**config.mk**
```make
export PLATFORM = sky130hd
export DESIGN_NAME = v3n_div_cell
export DESIGN_NICKNAME = d
export VERILOG_FILES = /design/src/rtl/core/v3n_pkg.sv /design/src/rtl/core/v3n_div_cell.sv
export SDC_FILE = /design/constraint.sdc
export NUM_CORES = 1
export LEC_CHECK = 0
export ABC_AREA = 0
export BUFFER_PORTS_ARGS = -buffer_cell sky130_fd_sc_hd__buf_2
export CAP_MARGIN = 10
export CORE_AREA = 2 2 269 271
export DETAILED_ROUTE_END_ITERATION = 8
export DIE_AREA = 0 0 271 273
export SETUP_SLACK_MARGIN = 0.1
export SYNTH_ARGS = -nofsm -noshare
export SYNTH_HDL_FRONTEND = slang
export SYNTH_SLANG_ARGS = --single-unit
```
**constraint.sdc**
```tcl
create_clock -name aclk -period 12.1 [get_ports aclk]
set_input_delay 2.42 -clock aclk [delete_from_list [all_inputs] [get_ports aclk]]
set_output_delay 2.42 -clock aclk [all_outputs]
set_load 0.1 [all_outputs]
```
**src/rtl/core/v3n_pkg.sv**
```systemverilog
// ----------------------------------------------------------------------------
// v3n_pkg: shared types and constants for the 3-D vector normalizer
// Widths, register map codes and the data carried between pipeline cells.
// ----------------------------------------------------------------------------
package v3n_pkg;

    localparam int DATA_WIDTH = 32;
    localparam int FRAC_OUT   = 30;
    localparam int SQ_WIDTH   = 2 * DATA_WIDTH;     // squared length
    localparam int LEN_WIDTH  = DATA_WIDTH;         // floor sqrt of SQ
    localparam int REM_WIDTH  = LEN_WIDTH + 2;      // sqrt partial remainder
    localparam int DVD_WIDTH  = DATA_WIDTH + FRAC_OUT;
    localparam int Q_WIDTH    = FRAC_OUT + 1;       // quotient <= 2^30
    localparam int EPS_WIDTH  = 16;
    localparam int ADDR_WIDTH = 3;
    localparam int SQRT_CELLS = LEN_WIDTH;
    localparam int DIV_CELLS  = Q_WIDTH;

    // register index codes
    localparam logic REG_EPSILON = 1'b0;

    // integer square root cell data
    typedef struct packed {
        logic                          valid;
        logic [SQ_WIDTH-1:0]           num;
        logic [REM_WIDTH-1:0]          rem;
        logic [LEN_WIDTH-1:0]          root;
        logic [2:0][DATA_WIDTH-1:0]    mag;
        logic [2:0]                    neg;
    } sqrt_t;

    // long division cell data, three lanes sharing one divisor
    typedef struct packed {
        logic                          valid;
        logic                          zero;
        logic [DVD_WIDTH-1:0]          dsr;
        logic [2:0][DVD_WIDTH-1:0]     rem;
        logic [2:0][Q_WIDTH-1:0]       quo;
        logic [2:0]                    neg;
    } div_t;

endpackage

```
**src/rtl/core/v3n_div_cell.sv**
```systemverilog
// ----------------------------------------------------------------------------
// v3n_div_cell: one quotient bit of the restoring divide, three lanes
// Compares each remainder with the shifted length and halves the divisor.
// ----------------------------------------------------------------------------
module v3n_div_cell (
    input  logic          aclk,
    input  logic          aresetn,
    input  logic          en,
    input  v3n_pkg::div_t d_in,
    output v3n_pkg::div_t d_out
);

    logic [2:0]    ge;
    v3n_pkg::div_t d_next;
    v3n_pkg::div_t d_reg;

    // per-lane compare and subtract
    always_comb begin
        d_next = d_in;
        for (int i = 0; i < 3; i++) begin
            ge[i] = (d_in.rem[i] >= d_in.dsr);
            d_next.rem[i] = ge[i] ? (d_in.rem[i] - d_in.dsr) : d_in.rem[i];
            d_next.quo[i] = {d_in.quo[i][v3n_pkg::Q_WIDTH-2:0], ge[i]};
        end
        d_next.dsr = {1'b0, d_in.dsr[v3n_pkg::DVD_WIDTH-1:1]};
    end

    always_ff @(posedge aclk) begin
        if (!aresetn) begin
            d_reg.valid <= 1'b0;
        end else if (en) begin
            d_reg.valid <= d_next.valid;
        end
    end

    always_ff @(posedge aclk) begin
        if (en) begin
            d_reg.zero <= d_next.zero;
            d_reg.dsr  <= d_next.dsr;
            d_reg.rem  <= d_next.rem;
            d_reg.quo  <= d_next.quo;
            d_reg.neg  <= d_next.neg;
        end
    end

    assign d_out = d_reg;

endmodule

```
# Word level (Yosys, flattened, before mapping)
# Cells that the tools add are included.
dict set report classes {
  muxes 3
  n_addsub 3
  n_lt_le_gt_ge 3
}
# operator n
set op_table {}
lappend op_table {{greater-or-equal comparator 62 bit} 3}
lappend op_table {{two-way mux 62 bit} 3}
lappend op_table {{subtractor 62 bit} 3}
dict set report word_totals {
  register_bits 345
  wordCells 19
  out_inout_bits 346
  input_bits 349
}

# Depth between registers and ports, before layout
dict set report logic_depth {
  word_depth 2
  ltp_mapped 17
  ltp_nobuf 15
}

# Worst setup path before layout
# No wires, ideal clock.
dict set report synth_timing {
  path_kind {input-to-reg}
  from {in d_in[220] (netlist name)}
  to {reg d_reg (netlist bit d_out[221]) (data pin)}
  required_ps 11840
  arrival_ps 5414
  slack_ps 6426
  stages 15
  path_cell_list {inv_1 ha_1 inv_1 fa_1 a21o_1 a311oi_2 nor4_1 nor3_1 a31oi_1 o221ai_1 a211oi_1 a221oi_2 buf_2 buf_4 mux2_2}
}
# item line_no
set synth_lines {}
lappend synth_lines {{start, declared} v3n_div_cell.sv:9} ;# input v3n_pkg::div_t d_in,
lappend synth_lines {{end, declared} v3n_div_cell.sv:15} ;# v3n_pkg::div_t d_reg;

==> impl_metrics.toml <==
[status]
status = "finished, final reports clean"

[clocking]
cts.path.max_buffers = 3
clkTransAtPathRegs_ns = 0.06
cts_tree = "done"
post_cts_resized = 0
cts-root-buf = "clkbuf_16"
hold_buffers = 0
cts.sinks = 345
clkLatencyLatePin_ns = 0.58
cts_setup_buffers = 0
cts_inserted_buffers = 42
htreeDepth = 2

[global_route]
antenna_found_initial = 33
overflow = 0
grt_util_all_layers = 0.256
grt_pass1_vias = 21200
grt_pass1_wl_mm = 139
grt_max_degree = 94

[die]
die-area_mm2 = 0.0740
core-area_mm2 = 0.0710
die_h_um = 273
ios = 695
rows = 98
start_util = 0.338
die_w_um = 271

[synth]
yosysSeqAreaShare = 0.431
yosys_warnings = 0
synth_seq_cells = 345
syn_avg_cell_area_um2 = 9.39
synth-edff-count = 344
yosys.area.top_type_share = 0.430
yosys-top-cells-area = "edfxtp_1 43%, ha_1 9.7%, a21oi_1 5.6%, o21ai_0 5.2%, nand2_1 4.4%"
synth.distinct_cells = 79
synth_cells = 2558
async_flop_share = 0
synth-main-ff-cell = "edfxtp_1"
syn_area_mm2 = 0.0240
synth_nets = 3096
synth_top_cell_by_area = "edfxtp_1"

[timing]
period_share = 0.607
hold_viol = 0
slew_viol_final = 0
rsz0062_at_grt = "no"
finalSetupTns_ns = 0
worst_pin_slew_ns = 1.02
report.final.setup_viol = 0
fin_crit_ns = 7.35
clock.fmax_mhz = 136
skew_ns = 0
timing.hold.ws_ns = 0.526
slew_headroom = 0.319

[final_layout]
n_fill_cell = 7185
final_cell_mix = "689 x buf_2, 344 x edfxtp_1, 281 x nand2_1, 267 x a21oi_1, 251 x o21ai_0"
drive_gt1_frac = 0.247
instances_no_fill = 4167
final_common_cell = "buf_2"
largest_reg_flops = 345
nets = 3712
area_growth_pct = 23.3

[detailed_routing]
routed_wl_mm = 99.5
ant_nets = 0
drtIter0Drc = 1708
num_vias = 22300
first_pass_iters = 5
wl_per_cell_um = 23.9
vias_per_cell = 5.36
drc = 0

[placement]
port-buffer-count = 690
place_inst = 4080
place_congestion = 0.952
dp_hpwl_mm = 81.5

[setup_path]
cp_max_fo = 93
start_kind = "input port"
crit_type = "in2reg"
crit_required_ns = 12.37
r2r_slack_ns = 11.49
critPathArrivalTime_ns = 7.62
worst_setup_path_end_kind = "flop"

[job]
drv_cap = 0

[pwr]
peakVddDrop_mv = 0.120
power_density_mw_per_mm2 = 166
p_leak_nw = 12.9

[hold_path]
hold_class = "reg2reg"
metal layers:
metal / track usage / wire (µm) / up-vias / part of all wire
li1: - / - / 10700 / -
met2: 0.424 / 46700 / 859 / 0.47
met5: 0 / 166 / - / 0.0017
met1: 0.310 / 40000 / 10600 / 0.40
met3: 0.0762 / 8630 / 171 / 0.087
met4: 0.109 / 4080 / 26 / 0.041
area by class of cell:
cell class / instances / area, µm² / area share
multi-input combinational: 1957 / 12700 / 0.428
sequential: 345 / 10300 / 0.349
timing repair buffer: 700 / 3540 / 0.119
tap: 950 / 1190 / 0.0401
clock buffer: 48 / 1070 / 0.0362
inverter: 128 / 480 / 0.0162
clock inverter: 28 / 293 / 0.00988
antenna: 11 / 27.5 / 0.000929
where the power goes:
| part | switching [mW] | internal [mW] |
|---|---|---|
| Sequential | 0.0384 | 1.49 |
| Clock | 0.557 | 0.731 |
| Combinational | 1.67 | 0.436 |
synthesized netlist by cell type (all sizes together) (10+ instances only):
cell type    n
o21a        17
nor2       158
nand3       45
o211ai      13
a211oi      26
nand2      281
or3         10
xor2        76
ha         186
buf         35
a31oi       28
a21oi      269
o21bai      56
a21o       112
o21ai      254
xnor2       92
nor3        36
and3        18
nand2b      24
and2        13
nand4       66
edfxtp     344
nor2b       26
o31ai       17
clkbuf      93
nor4        15
inv        128
stage by stage:
stage | instance area [µm²] | worst slack [ns] | util | total power [mW]
4_1_cts | 29600 | 4.78 | 0.417 | 4.96
3_5_place_dp | 28200 | 4.17 | 0.398 | 3.65
5_1_grt | 29600 | 4.35 | 0.417 | 5.12
3_3_place_gp | 28200 | 4.19 | 0.398 | 3.64
2_1_floorplan | 24000 | 6.43 | - | 3.17
6_report | 29600 | 4.75 | 0.417 | 4.92
final timing paths:
path,endpoint,depth (start not counted),startpoint
worst max-delay path,d_out[119]$_DFFE_PP_,13,d_in[282]
worst min-delay path,d_out[345]$_SDFFE_PN0P_,2,d_out[345]$_SDFFE_PN0P_
worst max register to register,d_out[345]$_SDFFE_PN0P_,2,d_out[345]$_SDFFE_PN0P_
worst min register to register,d_out[345]$_SDFFE_PN0P_,2,d_out[345]$_SDFFE_PN0P_
worst max-delay path, stage by stage:
cell,delay [ns]
buf_2,0.25
ha_1,0.22
inv_1,0.05
fa_1,0.42
a211oi_1,0.30
o21ai_0,0.21
a211oi_1,0.69
o32ai_1,0.42
nor3_1,0.36
o21ai_0,0.30
o21ai_4,0.76
buf_4,0.77
o21ai_0,0.32
kinds of logic after synthesis:
family	share of synthesized area
AOI/OAI and AO/OA	0.221
xor gates and xnor gates	0.0613
adders and majority gates	0.0994
buffers and inverters	0.0426
DFF	0.431
muxes	0.00547
other	0.000156
and+or+nand+nor	0.139
(Power assumes the default switching activity.)
