===== src/rtl/core/v3n_pkg.sv =====
// ----------------------------------------------------------------------------
// v3n_pkg: shared types and constants for the 3-D vector normalizer
// Widths, register map codes and the data carried between pipeline cells.
// ----------------------------------------------------------------------------
package v3n_pkg;

    localparam int DATA_WIDTH = 32;
    localparam int FRAC_OUT   = 30;
    localparam int SQ_WIDTH   = 2 * DATA_WIDTH;     // squared length
    localparam int LEN_WIDTH  = DATA_WIDTH;         // floor sqrt of SQ
    localparam int REM_WIDTH  = LEN_WIDTH + 2;      // sqrt partial remainder
    localparam int DVD_WIDTH  = DATA_WIDTH + FRAC_OUT;
    localparam int Q_WIDTH    = FRAC_OUT + 1;       // quotient <= 2^30
    localparam int EPS_WIDTH  = 16;
    localparam int ADDR_WIDTH = 3;
    localparam int SQRT_CELLS = LEN_WIDTH;
    localparam int DIV_CELLS  = Q_WIDTH;

    // register index codes
    localparam logic REG_EPSILON = 1'b0;

    // integer square root cell data
    typedef struct packed {
        logic                          valid;
        logic [SQ_WIDTH-1:0]           num;
        logic [REM_WIDTH-1:0]          rem;
        logic [LEN_WIDTH-1:0]          root;
        logic [2:0][DATA_WIDTH-1:0]    mag;
        logic [2:0]                    neg;
    } sqrt_t;

    // long division cell data, three lanes sharing one divisor
    typedef struct packed {
        logic                          valid;
        logic                          zero;
        logic [DVD_WIDTH-1:0]          dsr;
        logic [2:0][DVD_WIDTH-1:0]     rem;
        logic [2:0][Q_WIDTH-1:0]       quo;
        logic [2:0]                    neg;
    } div_t;

endpackage


===== src/rtl/core/v3n_sqrt_cell.sv =====
// ----------------------------------------------------------------------------
// v3n_sqrt_cell: one digit step of the integer square root
// Brings in two radicand bits and decides one root bit per cell.
// ----------------------------------------------------------------------------
module v3n_sqrt_cell (
    input  logic           aclk,
    input  logic           aresetn,
    input  logic           en,
    input  v3n_pkg::sqrt_t d_in,
    output v3n_pkg::sqrt_t d_out
);

    logic [v3n_pkg::REM_WIDTH-1:0] rem_sh;
    logic [v3n_pkg::REM_WIDTH-1:0] trial;
    logic                          ge;
    v3n_pkg::sqrt_t                d_next;
    v3n_pkg::sqrt_t                d_reg;

    // trial subtract of (4*root + 1)
    always_comb begin
        rem_sh = {d_in.rem[v3n_pkg::REM_WIDTH-3:0],
                  d_in.num[v3n_pkg::SQ_WIDTH-1 -: 2]};
        trial  = {d_in.root, 2'b01};
        ge     = (rem_sh >= trial);
        d_next = d_in;
        d_next.num  = {d_in.num[v3n_pkg::SQ_WIDTH-3:0], 2'b00};
        d_next.rem  = ge ? (rem_sh - trial) : rem_sh;
        d_next.root = {d_in.root[v3n_pkg::LEN_WIDTH-2:0], ge};
    end

    always_ff @(posedge aclk) begin
        if (!aresetn) begin
            d_reg.valid <= 1'b0;
        end else if (en) begin
            d_reg.valid <= d_next.valid;
        end
    end

    always_ff @(posedge aclk) begin
        if (en) begin
            d_reg.num  <= d_next.num;
            d_reg.rem  <= d_next.rem;
            d_reg.root <= d_next.root;
            d_reg.mag  <= d_next.mag;
            d_reg.neg  <= d_next.neg;
        end
    end

    assign d_out = d_reg;

endmodule


===== config.mk =====
export PLATFORM = sky130hd
export DESIGN_NAME = v3n_sqrt_cell
export DESIGN_NICKNAME = d
export VERILOG_FILES = /design/src/rtl/core/v3n_pkg.sv /design/src/rtl/core/v3n_sqrt_cell.sv
export SDC_FILE = /design/constraint.sdc
export NUM_CORES = 1
export LEC_CHECK = 0
export BUFFER_PORTS_ARGS = -buffer_cell sky130_fd_sc_hd__buf_2
export CORE_AREA = 4 4 178 180
export CTS_BUF_LIST = sky130_fd_sc_hd__clkbuf_2 sky130_fd_sc_hd__clkbuf_4 sky130_fd_sc_hd__clkbuf_8
export CTS_CLUSTER_DIAMETER = 50
export CTS_CLUSTER_SIZE = 16
export DETAILED_ROUTE_END_ITERATION = 10
export DIE_AREA = 0 0 182 184
export GPL_TIMING_DRIVEN = 0
export PLACE_DENSITY = 0.67
export SYNTH_ARGS = -nofsm -noshare
export SYNTH_HDL_FRONTEND = slang
export SYNTH_SLANG_ARGS = --single-unit

===== constraint.sdc =====
create_clock -name aclk -period 4.1 [get_ports aclk]
set_clock_uncertainty 0.2 [all_clocks]
set_input_delay 0.82 -clock aclk [delete_from_list [all_inputs] [get_ports aclk]]
set_output_delay 0.82 -clock aclk [all_outputs]
set_load 0.01 [all_outputs]

* Word level (Yosys, flattened, before mapping) *
Index checks and enable logic that the tools add are counted.

cells by class
  add/sub/neg operators = 1
  magnitude comparators = 1
  mux-type cells = 1

operator list
  cell            number
  $ge 34x34->1    1
  $mux 34         1
  $sub 34x34->34  1

word-level totals
  flip-flop bits (word level) = 228
  input bits = 233
  output and inout port bits = 230
  logic and storage cells = 11

* Longest topological paths before layout *
Gate-level depths: netlist of run 1.

  depth in word-level cells = 2
  mapped depth = 14
  gate-level depth less buffers = 12

* Worst setup path before layout of run 1 *
No wires, ideal clock.

  path type = input-to-reg
  from = input d_in[99] in the netlist's numbering
  to = register d_reg (netlist bit d_out[133]), data pin
  library setup time = 0.260 ns
  arrival = 3.086 ns
  data required time = 3.640 ns
  setup slack = 0.553 ns
  stages = 13
  path buffers = 1
  cells stage by stage = inv_1 > ha_1 > nand2b_2 > a21oi_2 > nand2b_4 > a21o_1 > a21oi_4 > a21oi_2 > o41ai_4 > o21a_4 > inv_4 > buf_12 > mux2_4

RTL lines
  what             line                 RTL
  start, declared  v3n_sqrt_cell.sv:9   input v3n_pkg::sqrt_t d_in,
  end, declared    v3n_sqrt_cell.sv:17  v3n_pkg::sqrt_t d_reg;

==> impl_metrics.env, run 1 <==
export IMPL_clkSinkCount=228
export IMPL_overflow=0
export IMPL_ys_ff_latch=228
export IMPL_port_buffers=458
export IMPL_place_area_um2=12330
export IMPL_vias=6850
export IMPL_initial_core_util_pct=31.39
export IMPL_root_buffer="clkbuf_8"
export IMPL_r2r_slack_ns=3.30
export IMPL_power_total_mw=5.631
export IMPL_grt_pass1_vias=6807
export IMPL_synth_area_leaders="edfxtp_1 72%, ha_1 4.5%, mux2_4 4.4%, inv_1 1.7%, a21oi_1 1.6%"
export IMPL_cp_max_fo=10
export IMPL_fp_dieArea_um2=33490
export IMPL_wl_per_cell_um=21.10
export IMPL_postCtsSetupBuffers=0
export IMPL_place_congestion=0.8743
export IMPL_fin_nets=1342
export IMPL_maxCapViolCount=0
export IMPL_crit_required_ns=4.21
export IMPL_synthDistinctLibCells=61
export IMPL_ant_nets=0
export IMPL_clk_pin_slew_worst_paths_ns=0.10
export IMPL_core_region_area_um2=30190
export IMPL_startpoint="d_in[104]"
export IMPL_p_per_area_nw_per_um2=434.4
export IMPL_tritoncts="built"
export IMPL_cts_resized=0
export IMPL_final_area_um2=12960
export IMPL_largest_register_ffs=228
export IMPL_hold_viol=0
export IMPL_grt_usage_pct=17.14
export IMPL_setup_violations=0
export IMPL_drt_initial_drc_count=431
export IMPL_drive_above_1_share_pct=51.14
export IMPL_rsz0062_at_grt="no"
export IMPL_synth_cells=584
export IMPL_status="complete, no violations"
export IMPL_dp_final_hpwl_um=25220
export IMPL_cts_htree_levels=1
export IMPL_cts_made_buffers=28
export IMPL_worst_r2r_path_depth=2
export IMPL_hold_buffers=0
export IMPL_cp_arrival_ns=3.66
export IMPL_drc=0
export IMPL_maxSlewViolCount=0
export IMPL_grt_max_degree=89
export IMPL_netlist_area_um2=9475
export IMPL_fin_util_pct=42.93
export IMPL_die_height_um=184
export IMPL_pin_count=463
export IMPL_nFillCells=2826
export IMPL_p_leak_nw=5.725
export IMPL_placed_cells=1441
export IMPL_cts_max_path_buffers=3
export IMPL_vdd_ir_drop_max_uv=281.5
export IMPL_crit_end="d_out[145]"
export IMPL_fin_cells=1493
export IMPL_hold_path_class="input port to flop"
export IMPL_synthArstFlopShare_pct=0
export IMPL_detail_route_vias_per_cell=4.588
export IMPL_synth_top_cell_area_share_pct=71.94
export IMPL_synth_edf_count=227
export IMPL_rr_endpoint="d_out[229]"
export IMPL_start_kind="input port"
export IMPL_yosysWarnings=0
export IMPL_chipWidth_um=182
export IMPL_r2r_start="d_out[229]"
export IMPL_synth_main_ff_cell="edfxtp_1"
export IMPL_worst_pin_slew_ns=0.8421
export IMPL_fin_hold_ws_ns=0.2257
export IMPL_max_freq_mhz=282.1
export IMPL_grt_pass1_wl_um=43110
export IMPL_drtPass1Iterations=4
export IMPL_yosysSeqAreaShare_pct=72.15
export IMPL_antenna_found_initial=9
export IMPL_synth_avg_cell_area_um2=16.22
export IMPL_end_kind="flop"
export IMPL_worstSetupPathType="input port to flop"
export IMPL_period_share_pct=86.45
export IMPL_syn2layout_area_growth_pct=36.79
export IMPL_min_period_ns=3.544
export IMPL_yosysTopAreaCell="edfxtp_1"
export IMPL_wirelength_um=31500
export IMPL_rows=64
export IMPL_clk_latency_ns=0.56
export IMPL_maxSlewHeadroom_pct=43.27
==> per-stage QoR <==
stage               worst slack (ns)  setup TNS (ns)
floorplan                     0.5535               0
global placement              -1.222         -257.30
detailed placement          -0.03857         -0.1915
CTS                           0.5826               0
global route                  0.3562               0
finish                        0.5555               0
==> cells by family after synthesis <==
group                      count (synthesis)  share of synthesized area (%)
adders and majority gates                 34                          4.490
and+or+nand+nor                           97                          5.005
xor gates and xnor gates                  28                          2.588
DFF                                      228                          72.15
muxes                                     31                          4.754
AOI/OAI and AO/OA                        106                          7.989
other                                      1                        0.03958
buffers and inverters                     59                          2.984
==> cell usage after synthesis (all sizes together) (4+ instances only) <==
library cell and n:
edfxtp 227, inv 44, a21oi 35, ha 34
nand2 32, mux2 28, nor2 22, o21ai 19
xnor2 16, xor2 12, a21o 11, clkbuf 8
nand3 8, buf 7, nand2b 7, nor3 7
nand4 6, o21bai 6, a211oi 5, or3 5
o211ai 4
==> power breakdown <==
group | switching, mW | leakage [nW] | internal, mW
sequential | 0.0502 | 2.23 | 2.80
combinational | 0.572 | 3.18 | 0.445
clock | 1.00 | 0.316 | 0.760
==> worst min path at each step <==
stage / to / start / slack (ns) / depth (start not counted)
final: d_out[203] / d_in[201] / 0.23 / 1
after floorplan: d_out[229] / d_out[229] / 0.34 / 2
after global routing: d_out[62] / d_in[62] / 0.16 / 1
after global placement: d_out[229] / d_out[229] / 0.29 / 2
after detailed placement: d_out[229] / d_out[229] / 0.32 / 2
after CTS: d_out[82] / d_in[82] / 0.17 / 1
==> worst max-delay path, cell delays in order <==
cell,delay [ns]
buf_2,0.09
inv_1,0.04
ha_1,0.35
a21oi_1,0.27
nand2b_1,0.09
a21o_1,0.22
a21oi_4,0.21
a21oi_2,0.15
o41ai_4,0.58
o21a_4,0.28
inv_4,0.07
buf_12,0.15
mux2_4,0.32
==> routing by layer <==
layer,vias up,GRT usage [%],part of all wire (%)
met3,39,6.233,9.8
li1,3195,-,-
met2,291,29.98,50
met5,-,0,0.21
met4,10,3.633,1.6
met1,3315,20.41,38
==> cells in the final DEF (no fill, tap or decap), drive strengths merged, types with 8 or more instances in the layout <==
master	netlist	final
mux2	28	28
nor2	22	22
xnor2	16	16
ha	34	34
clkbuf	8	38
nand2	32	32
a21o	11	11
clkinv	0	10
nand3	8	8
xor2	12	12
buf	7	467
o21ai	19	19
a21oi	35	35
edfxtp	227	227
inv	44	53
==> final cells by class <==
class / count / area [um2] / area share, %
diodes: 2 / 5.005 / 0.03861
plain buffers: 15 / 115.1 / 0.8881
clock buffers: 30 / 406.6 / 3.137
clock inverters: 20 / 217.7 / 1.680
inverters: 44 / 167.7 / 1.294
multi-input cells: 298 / 2360 / 18.21
flip-flops and latches: 228 / 6837 / 52.75
well taps: 396 / 495.5 / 3.823
repair buffers: 460 / 2357 / 18.19
No activity file was read; power rests on OpenSTA's default activity.
==> inputs of run 2 (changes only) <==
--- a/config.mk
+++ b/config.mk
@@ -13,7 +13,8 @@
 export DETAILED_ROUTE_END_ITERATION = 10
 export DIE_AREA = 0 0 182 184
 export GPL_TIMING_DRIVEN = 0
-export PLACE_DENSITY = 0.67
+export PLACE_DENSITY = 0.56
+export SETUP_SLACK_MARGIN = 0.15
 export SYNTH_ARGS = -nofsm -noshare
 export SYNTH_HDL_FRONTEND = slang
 export SYNTH_SLANG_ARGS = --single-unit
==> run 2 against run 1 <==
  * Clock power up 12%
  * Cell area increased by 0.70%
  * Worst hold slack got worse by 0.030 ns
  * Wire length up 2.3%
  * First-iteration DRC count fell by 13%
  * Sequential power is essentially flat
  * Maximum frequency decreased by 0.13%
  * Via count increased by 0.15%
  * Critical path depth down 1
  * Largest cell class unchanged
==> impl_metrics.env, run 2 (synthesis results as in run 1) <==
export IMPL_port_buffers=458
export IMPL_grt_pass1_wl_um=44510
export IMPL_fin_hold_ws_ns=0.1957
export IMPL_rows=64
export IMPL_min_period_ns=3.549
export IMPL_maxCapViolCount=0
export IMPL_cts_max_path_buffers=3
export IMPL_max_freq_mhz=281.7
export IMPL_cts_made_buffers=30
export IMPL_final_common_cell="buf_2"
export IMPL_core_region_area_um2=30190
export IMPL_maxSlewHeadroom_pct=44.40
export IMPL_cp_arrival_ns=3.68
export IMPL_drtPass1Iterations=4
export IMPL_path_cells="buf_2 > inv_1 > ha_1 > nand2_2 > o31ai_1 > o2111a_1 > nor2_1 > o21ai_1 > a21boi_2 > o211a_1 > xnor2_1 > mux2_4"
export IMPL_clk_latency_ns=0.58
export IMPL_crit_end="d_out[158]"
export IMPL_hold_buffers=0
export IMPL_fin_nets=1344
export IMPL_dp_final_hpwl_um=25850
export IMPL_whs_path_depth=1
export IMPL_drt_initial_drc_count=375
export IMPL_final_area_um2=13050
export IMPL_grt_usage_pct=17.84
export IMPL_worstSetupPathType="input port to flop"
export IMPL_startpoint="d_in[101]"
export IMPL_status="complete, no violations"
export IMPL_place_ws_ns=-0.05720
export IMPL_detail_route_vias_per_cell=4.576
export IMPL_mostFrequentLayoutCells="459 x buf_2, 227 x edfxtp_1, 42 x inv_1, 34 x ha_1, 31 x a21oi_1"
export IMPL_placed_cells=1441
export IMPL_place_congestion=0.8912
export IMPL_fin_cells=1499
export IMPL_crit_required_ns=4.23
export IMPL_largest_register_ffs=228
export IMPL_place_area_um2=12330
export IMPL_syn2layout_area_growth_pct=37.74
export IMPL_p_per_area_nw_per_um2=447.1
export IMPL_worst_pin_slew_ns=0.8253
export IMPL_root_buffer="clkbuf_8"
export IMPL_grt_pass1_vias=6872
export IMPL_setup_violations=0
export IMPL_fin_util_pct=43.23
export IMPL_die_height_um=184
export IMPL_cts_htree_levels=1
export IMPL_hold_path_class="input port to flop"
export IMPL_worst_r2r_path_depth=2
export IMPL_cpPeakStageDelay_ns=0.63
export IMPL_hold_viol=0
export IMPL_crit_slowest_cell="o31ai_1"
export IMPL_maxSlewViolCount=0
export IMPL_clkSinkCount=228
export IMPL_ant_nets=0
export IMPL_r2r_start="d_out[229]"
export IMPL_rsz0062_at_grt="no"
export IMPL_cts_resized=0
export IMPL_overflow=0
export IMPL_period_share_pct=86.57
export IMPL_pin_count=463
export IMPL_vias=6860
export IMPL_r2r_slack_ns=3.31
export IMPL_clk_pin_slew_worst_paths_ns=0.10
export IMPL_grt_max_degree=104
export IMPL_p_leak_nw=5.772
export IMPL_fin_ws_ns=0.5507
export IMPL_antenna_found_initial=11
export IMPL_cp_max_fo=5
export IMPL_vdd_ir_drop_max_uv=263.2
export IMPL_initial_core_util_pct=31.39
export IMPL_chipWidth_um=182
export IMPL_rr_endpoint="d_out[229]"
export IMPL_fp_dieArea_um2=33490
export IMPL_wirelength_um=32210
export IMPL_tritoncts="built"
export IMPL_postCtsSetupBuffers=0
export IMPL_end_kind="flop"
export IMPL_start_kind="input port"
export IMPL_drive_above_1_share_pct=51.50
export IMPL_drc=0
export IMPL_wl_per_cell_um=21.49
## run 2: cell count changes in the layout (fill, tap and decap cells not counted)
| cell | previous run | this run |
|---|---|---|
| clkinv_2 | 3 | 2 |
| clkinv_4 | 2 | 5 |
| inv_8 | 3 | 5 |
| clkbuf_4 | 1 | 2 |
| clkinv_8 | 4 | 3 |
| clkbuf_8 | 29 | 30 |
| inv_6 | 3 | 5 |
| clkinv_1 | 1 | 0 |
| inv_12 | 3 | 1 |
| bufinv_16 | 0 | 2 |
## run 2: routing by layer
metal | track usage [%] | share of wire, % | vias up
met4 | 5.734 | 3.0 | 14
met2 | 30.16 | 49 | 288
met1 | 21.06 | 38 | 3278
met5 | 0 | 0.28 | -
li1 | - | - | 3216
met3 | 6.886 | 9.8 | 64
## run 2: critical path: cells and delay by family
| kind | cells | cell delay (ns) |
|---|---|---|
| XOR/XNOR | 1 | 0.13 |
| AND/OR/NAND/NOR | 2 | 0.21 |
| multiplexers | 1 | 0.26 |
| buffers and inverters | 2 | 0.15 |
| AO/OA/AOI/OAI | 5 | 1.74 |
| adder cells (fa/ha/maj) | 1 | 0.37 |
## run 2: metrics by stage
stage	setup TNS (ns)	total power [mW]
finish	0	5.835
global route	0	6.133
CTS	0	5.939
detailed placement	-0.1259	3.932
global placement	-280.09	3.930
floorplan	0	3.424
## run 2: worst min-delay path by stage
stage / endpoint / start / slack, ns
6_report: d_out[5] / d_in[5] / 0.20
5_1_grt: d_out[211] / d_in[209] / 0.13
4_1_cts: d_out[79] / d_in[79] / 0.14
3_5_place_dp: d_out[229] / d_out[229] / 0.30
3_3_place_gp: d_out[229] / d_out[229] / 0.29
2_1_floorplan: d_out[229] / d_out[229] / 0.34
## run 2: cell type report
cell class | instances | area (um2)
tap | 396 | 495.5
clock buffer | 32 | 427.9
antenna | 2 | 5.005
buffer | 15 | 115.1
clock inverter | 24 | 286.5
fill | 2845 | 17140
timing repair buffer | 460 | 2357
inverter | 44 | 167.7
multi-input combinational | 298 | 2360
sequential | 228 | 6837
## run 2: power by group
part / switching (mW) / internal, mW
Combinational: 0.568 / 0.445
Clock: 1.05 / 0.924
Sequential: 0.0487 / 2.80
